==> config.mk <==
export PLATFORM = sky130hd
export DESIGN_NAME = radix_digit_reverser_unit
export DESIGN_NICKNAME = d
export VERILOG_FILES = /design/src/design/rdr_pkg.sv /design/src/design/radix_digit_reverser_unit.sv
export SDC_FILE = /design/constraint.sdc
export NUM_CORES = 2
export LEC_CHECK = 0
export ABC_AREA = 1
export BUFFER_PORTS_ARGS = -buffer_cell sky130_fd_sc_hd__clkbuf_2
export CORE_MARGIN = 2
export CORE_UTILIZATION = 65
export DETAILED_ROUTE_END_ITERATION = 12
export GPL_TIMING_DRIVEN = 0
export MAX_ROUTING_LAYER = met4
export PLACE_DENSITY = 0.84
export SYNTH_ARGS = -nofsm -noshare
export SYNTH_HDL_FRONTEND = slang
export SYNTH_SLANG_ARGS = --single-unit
==> constraint.sdc <==
create_clock -name clk_i -period 13.6 [get_ports clk_i]
set_input_delay 2.72 -clock clk_i [delete_from_list [all_inputs] [get_ports clk_i]]
set_output_delay 2.72 -clock clk_i [all_outputs]
set_load 0.005 [all_outputs]
==> src/design/rdr_pkg.sv <==
// Shared types and constants for the radix digit reverser.
package rdr_pkg;

  localparam int unsigned DataW         = 64;
  localparam int unsigned RadixW        = 9;
  localparam int unsigned ValueWidthDef = 64;

  localparam logic [RadixW-1:0] RadixMin = RadixW'(2);
  localparam logic [RadixW-1:0] RadixMax = RadixW'(256);

  typedef struct packed {
    logic [DataW-1:0]  value;
    logic [RadixW-1:0] radix;
  } in_t;

  typedef struct packed {
    logic [DataW-1:0] reversed;
    logic             overflow;
  } out_t;

endpackage

==> src/design/radix_digit_reverser_unit.sv <==
// Radix digit reverser: serial divider and multiply-accumulate under one sequencer.
//
//  Channel | Ports                 | Handshake
//  --------+-----------------------+--------------------------------------------
//  in      | start_i, busy_o, in_i | item taken when start_i high and busy_o low
//  out     | valid_o, out_o        | one-cycle strobe, receiver cannot stall
//
// Each digit is found by VALUE_WIDTH steps of the bit-serial divider by the
// radix, then one multiply-accumulate step; the unit takes no new item until
// the last digit of the current one is in. A zero value returns in the cycle
// after it is taken. busy_o is high while an item is in work. rst_ni clears
// the sequencer and the strobe asynchronously.
module radix_digit_reverser_unit #(
  parameter int unsigned VALUE_WIDTH = rdr_pkg::ValueWidthDef
) (
  input  logic         clk_i,
  input  logic         rst_ni,
  input  logic         start_i,
  output logic         busy_o,
  input  rdr_pkg::in_t in_i,
  output logic         valid_o,
  output rdr_pkg::out_t out_o
);

  import rdr_pkg::*;

  localparam int unsigned CntW  = $clog2(VALUE_WIDTH);
  localparam int unsigned ProdW = VALUE_WIDTH + RadixW;

  typedef enum logic [1:0] {
    StIdle,
    StDiv,
    StMac
  } state_e;

  state_e                   state_q;
  logic [VALUE_WIDTH-1:0]   v_q;
  logic [VALUE_WIDTH-1:0]   acc_q;
  logic [RadixW-1:0]        b_q;
  logic [7:0]               rem_q;
  logic [CntW-1:0]          cnt_q;
  logic                     ovf_q;
  logic                     valid_q;
  out_t                     out_q;

  logic [VALUE_WIDTH-1:0]   v_in;
  logic [RadixW-1:0]        b_in;
  logic [RadixW-1:0]        rem_sh;
  logic                     q_bit;
  logic [RadixW-1:0]        rem_sub;
  logic [ProdW-1:0]         mac;
  logic                     mac_ovf;

  always_comb begin
    v_in = in_i.value[VALUE_WIDTH-1:0];
    if (in_i.radix < RadixMin) begin
      b_in = RadixMin;
    end else if (in_i.radix > RadixMax) begin
      b_in = RadixMax;
    end else begin
      b_in = in_i.radix;
    end
  end

  always_comb begin
    rem_sh  = {rem_q, v_q[VALUE_WIDTH-1]};
    q_bit   = (rem_sh >= b_q);
    rem_sub = q_bit ? (rem_sh - b_q) : rem_sh;
    mac     = ProdW'(acc_q) * ProdW'(b_q) + ProdW'(rem_q);
    mac_ovf = |mac[ProdW-1:VALUE_WIDTH];
  end

  always_ff @(posedge clk_i or negedge rst_ni) begin
    if (!rst_ni) begin
      state_q <= StIdle;
      valid_q <= 1'b0;
      v_q     <= '0;
      acc_q   <= '0;
      b_q     <= RadixMin;
      rem_q   <= '0;
      cnt_q   <= '0;
      ovf_q   <= 1'b0;
      out_q   <= '0;
    end else begin
      valid_q <= 1'b0;
      unique case (state_q)
        StIdle: begin
          if (start_i) begin
            v_q   <= v_in;
            b_q   <= b_in;
            acc_q <= '0;
            ovf_q <= 1'b0;
            rem_q <= '0;
            cnt_q <= CntW'(VALUE_WIDTH - 1);
            if (v_in == '0) begin
              valid_q        <= 1'b1;
              out_q.reversed <= '0;
              out_q.overflow <= 1'b0;
            end else begin
              state_q <= StDiv;
            end
          end
        end
        StDiv: begin
          v_q   <= {v_q[VALUE_WIDTH-2:0], q_bit};
          rem_q <= rem_sub[7:0];
          cnt_q <= cnt_q - 1'b1;
          if (cnt_q == '0) begin
            state_q <= StMac;
          end
        end
        StMac: begin
          acc_q <= mac[VALUE_WIDTH-1:0];
          ovf_q <= ovf_q | mac_ovf;
          rem_q <= '0;
          cnt_q <= CntW'(VALUE_WIDTH - 1);
          if (v_q == '0) begin
            valid_q        <= 1'b1;
            out_q.reversed <= DataW'(mac[VALUE_WIDTH-1:0]);
            out_q.overflow <= ovf_q | mac_ovf;
            state_q        <= StIdle;
          end else begin
            state_q <= StDiv;
          end
        end
        default: begin
          state_q <= StIdle;
        end
      endcase
    end
  end

  assign busy_o  = (state_q != StIdle);
  assign valid_o = valid_q;
  assign out_o   = out_q;

endmodule
==> metrics.txt <==
leak pwr=20.2 nW; syn avg cell area=around 7.5 um^2; Main synth FF type=dfrtp_1; CTS tree=done; Post-synth EDFFs=0; GRT Total Usage=between 40% and 50%; largest net degree at the start of global routing=111; Hold Crit Depth=2; hold_ws=0.482 ns; Iter 0 DRT Violations=2739; # fillers=3721; global route total overflow=0; DR WL/cell=about 20 um; Post-DP HPWL=between 70000 and 80000 um; syn_nets=~4700; min cycle time layout=roughly 7.7 ns; Critical Path Slowest Stage Cell=clkbuf_1; Largest stage delay, worst path=between 0.7 and 0.8 ns; Worst Tran Pin Value=between 1 and 1.5 ns; Critical Path Start=b_q[2]$_DFFE_PN0P_; arrival time at the worst endpoint=roughly 8 ns; Yosys reg bits=between 200 and 250; cell mode on critical path=nand2_1; worst skew pair latency=just over 0.6 ns; Initial Utilization=between 60% and 70%; Hold Crit Class=flip-flop to flip-flop; GPL Wtd Cong=just over 1; clock-pin slew on the worst setup and hold paths=roughly 0.060 ns; synth unique cells=51; Reg-to-Reg Start=b_q[2]$_DFFE_PN0P_; R2R Path End=out_o[0]$_DFFE_PN0P_; asr flop ratio synth=100%; Via Count=~27000; commonest non-fill, non-tap cells in the layout=nand2_1 (1243), inv_1 (881), fa_1 (440), dfrtp_1 (219), o21ai_0 (199); cells after synthesis=just under 4000; status=completed; Mapped Area=between 0.02 and 0.03 mm^2; fin crit share=56.6%; vias in the first global route=approximately 27000; I/O Pins=around 140; Cell Count, Final, Fillers Out=4777; worst relative slew slack=a little over an eighth; first-pass GRT wire length=roughly 150000 um; Slew Viols, Final=0; critical-path maximum fanout=10; CTS Buf Count=28; setup bufs post-CTS=0; Max VDD drop=approximately 160 uV; Crit path required time=between 10 and 15 ns; Startpoint Class=flip-flop; initial antenna violation count=0; DRT antenna net count=0; count of final hold-check violations=0; worst min-delay path startpoint=out_o[38]$_DFFE_PN0P_; full die area=approximately 0.047 mm^2; routed vias/inst=~5.7; sequential share of the synthesized area=roughly 19%; Fin Setup TNS=0 ns; RSZ-0062 raised after global routing=false; Hold EP=out_o[38]$_DFFE_PN0P_; first-pass iteration count of the detailed router=7; Root Buffer=clkbuf_16; commonest non-fill, non-tap cell in the layout=nand2_1; Inst Count DP=4723; htree depth=1; endpoints failing setup=0; row cnt=78; nets@finish=4844; critical path class=flip-flop to flip-flop; Die Ht=roughly 220 um; Syn. warnings=0; DRC errors left=0; pwr dens=146 mW/mm^2; Buffers on Ports=142; max cap viols=0; core region area=around 0.045 mm^2; die width=about 220 um; worst reg2reg setup slack=roughly 5.9 ns; CP endpoint kind=flip-flop; clk sink count=220; Setup Skew=around 0.042 ns; Fmax achieved=between 0.1 and 0.15 GHz; total wire length=around 95000 um; layout cell share with drive strength beyond 1=approximately 6.4%; Syn-to-layout area delta=8.40%; R2R depth=32; CTS max path bufs=3; CTS resizes=0; hold_buf cts=0
-- power breakdown --
group | switching (W) | internal, W
registers | 0.0000887 | 0.000846
logic | 0.00206 | 0.000943
clock network | 0.000346 | 0.000440
-- per-layer routing --
layer	global-route usage [%]	wire length [um]	share of wire [%]
met2	64.4	42000	44
met3	9.87	11400	12
met1	54.8	35700	38
met5	-	0	0
met4	21.6	5790	6.1
-- critical path, delay by kind of cell (launching register included) --
family | cells | cell delay (ns)
buffers and inverters | 9 | 2.14
and+or+nand+nor | 17 | 2.25
adders and majority gates | 6 | 2.85
DFF | 1 | 0.34
-- through the flow --
step	total power, W	utilization (%)	setup WS [ns]	instance area [um^2]
after floorplan	0.00287	-	8.19	29700
after global placement	0.00374	68.9	5.33	31200
after detailed placement	0.00381	69.0	6.33	31300
after CTS	0.00463	71.2	6.27	32200
after global routing	0.00505	71.2	5.79	32200
final	0.00472	71.2	5.91	32200
-- final cells by class --
class,instances,area (um^2),area share [%]
antenna,2,5.00,0.0155
buffer,183,732,2.27
clock buffer,35,797,2.47
clock inverter,17,170,0.528
inverter,886,3330,10.3
multi-input combinational,2690,20200,62.6
sequential,220,5510,17.1
tap,600,751,2.33
timing repair buffer,144,774,2.40
-- flip-flops by register name (all words and copies together) (netlist names) --
register and cells:
acc_q 64, b_q 9, cnt_q 6, out_o 65
ovf_q 1, rem_q 8, state_q 2, v_q 64
valid_o 1
-- worst max path at each step --
stage / cells after the start / end / slack [ns]
5_1_grt: 32 / out_o[0]$_DFFE_PN0P_ / 5.79
2_1_floorplan: 31 / ovf_q$_DFFE_PN0P_ / 8.19
3_5_place_dp: 32 / out_o[0]$_DFFE_PN0P_ / 6.33
3_3_place_gp: 1 / acc_q[38]$_DFFE_PN0P_ / 5.33
6_report: 32 / out_o[0]$_DFFE_PN0P_ / 5.91
4_1_cts: 32 / out_o[0]$_DFFE_PN0P_ / 6.27
-- logic make-up after synthesis --
logic type / synth area share (%)
flops: 18.5
compound gates: 9.25
mux: 0.0337
buf+inv: 13.6
simple gates: 21.2
xor+xnor: 0.412
fa+ha+maj: 37.0
-- synth_stat cells (4+ instances only) --
cell type  number  area [um^2]
a21o_1          5         37.5
a21oi_1       147          736
a31o_2          4         35.0
a31oi_1         8         50.1
buf_1          25         93.8
buf_2          11         55.1
buf_6           4         45.0
clkbuf_1      142          533
dfrtp_1       219         5480
fa_1          440         8810
ha_1          175         2190
inv_1         881         3310
inv_2           4         15.0
nand2_1      1243         4670
nand2_2         8         50.1
nand3_1        62          310
nand3_2         6         60.1
nand4_1        15         93.8
nor2_1        164          616
nor2_2          9         56.3
nor3_1         21          105
nor4_1         29          181
o211ai_1       64          480
o21ai_0       199          996
o21ai_1        14         70.1
o21ai_2         5         43.8
o21bai_1       13         97.6
o22ai_1         5         31.3
or2_1           4         25.0
or2_2          11         68.8
xor2_1         11         96.3
Note: power is estimated with default switching activity, not from simulation.
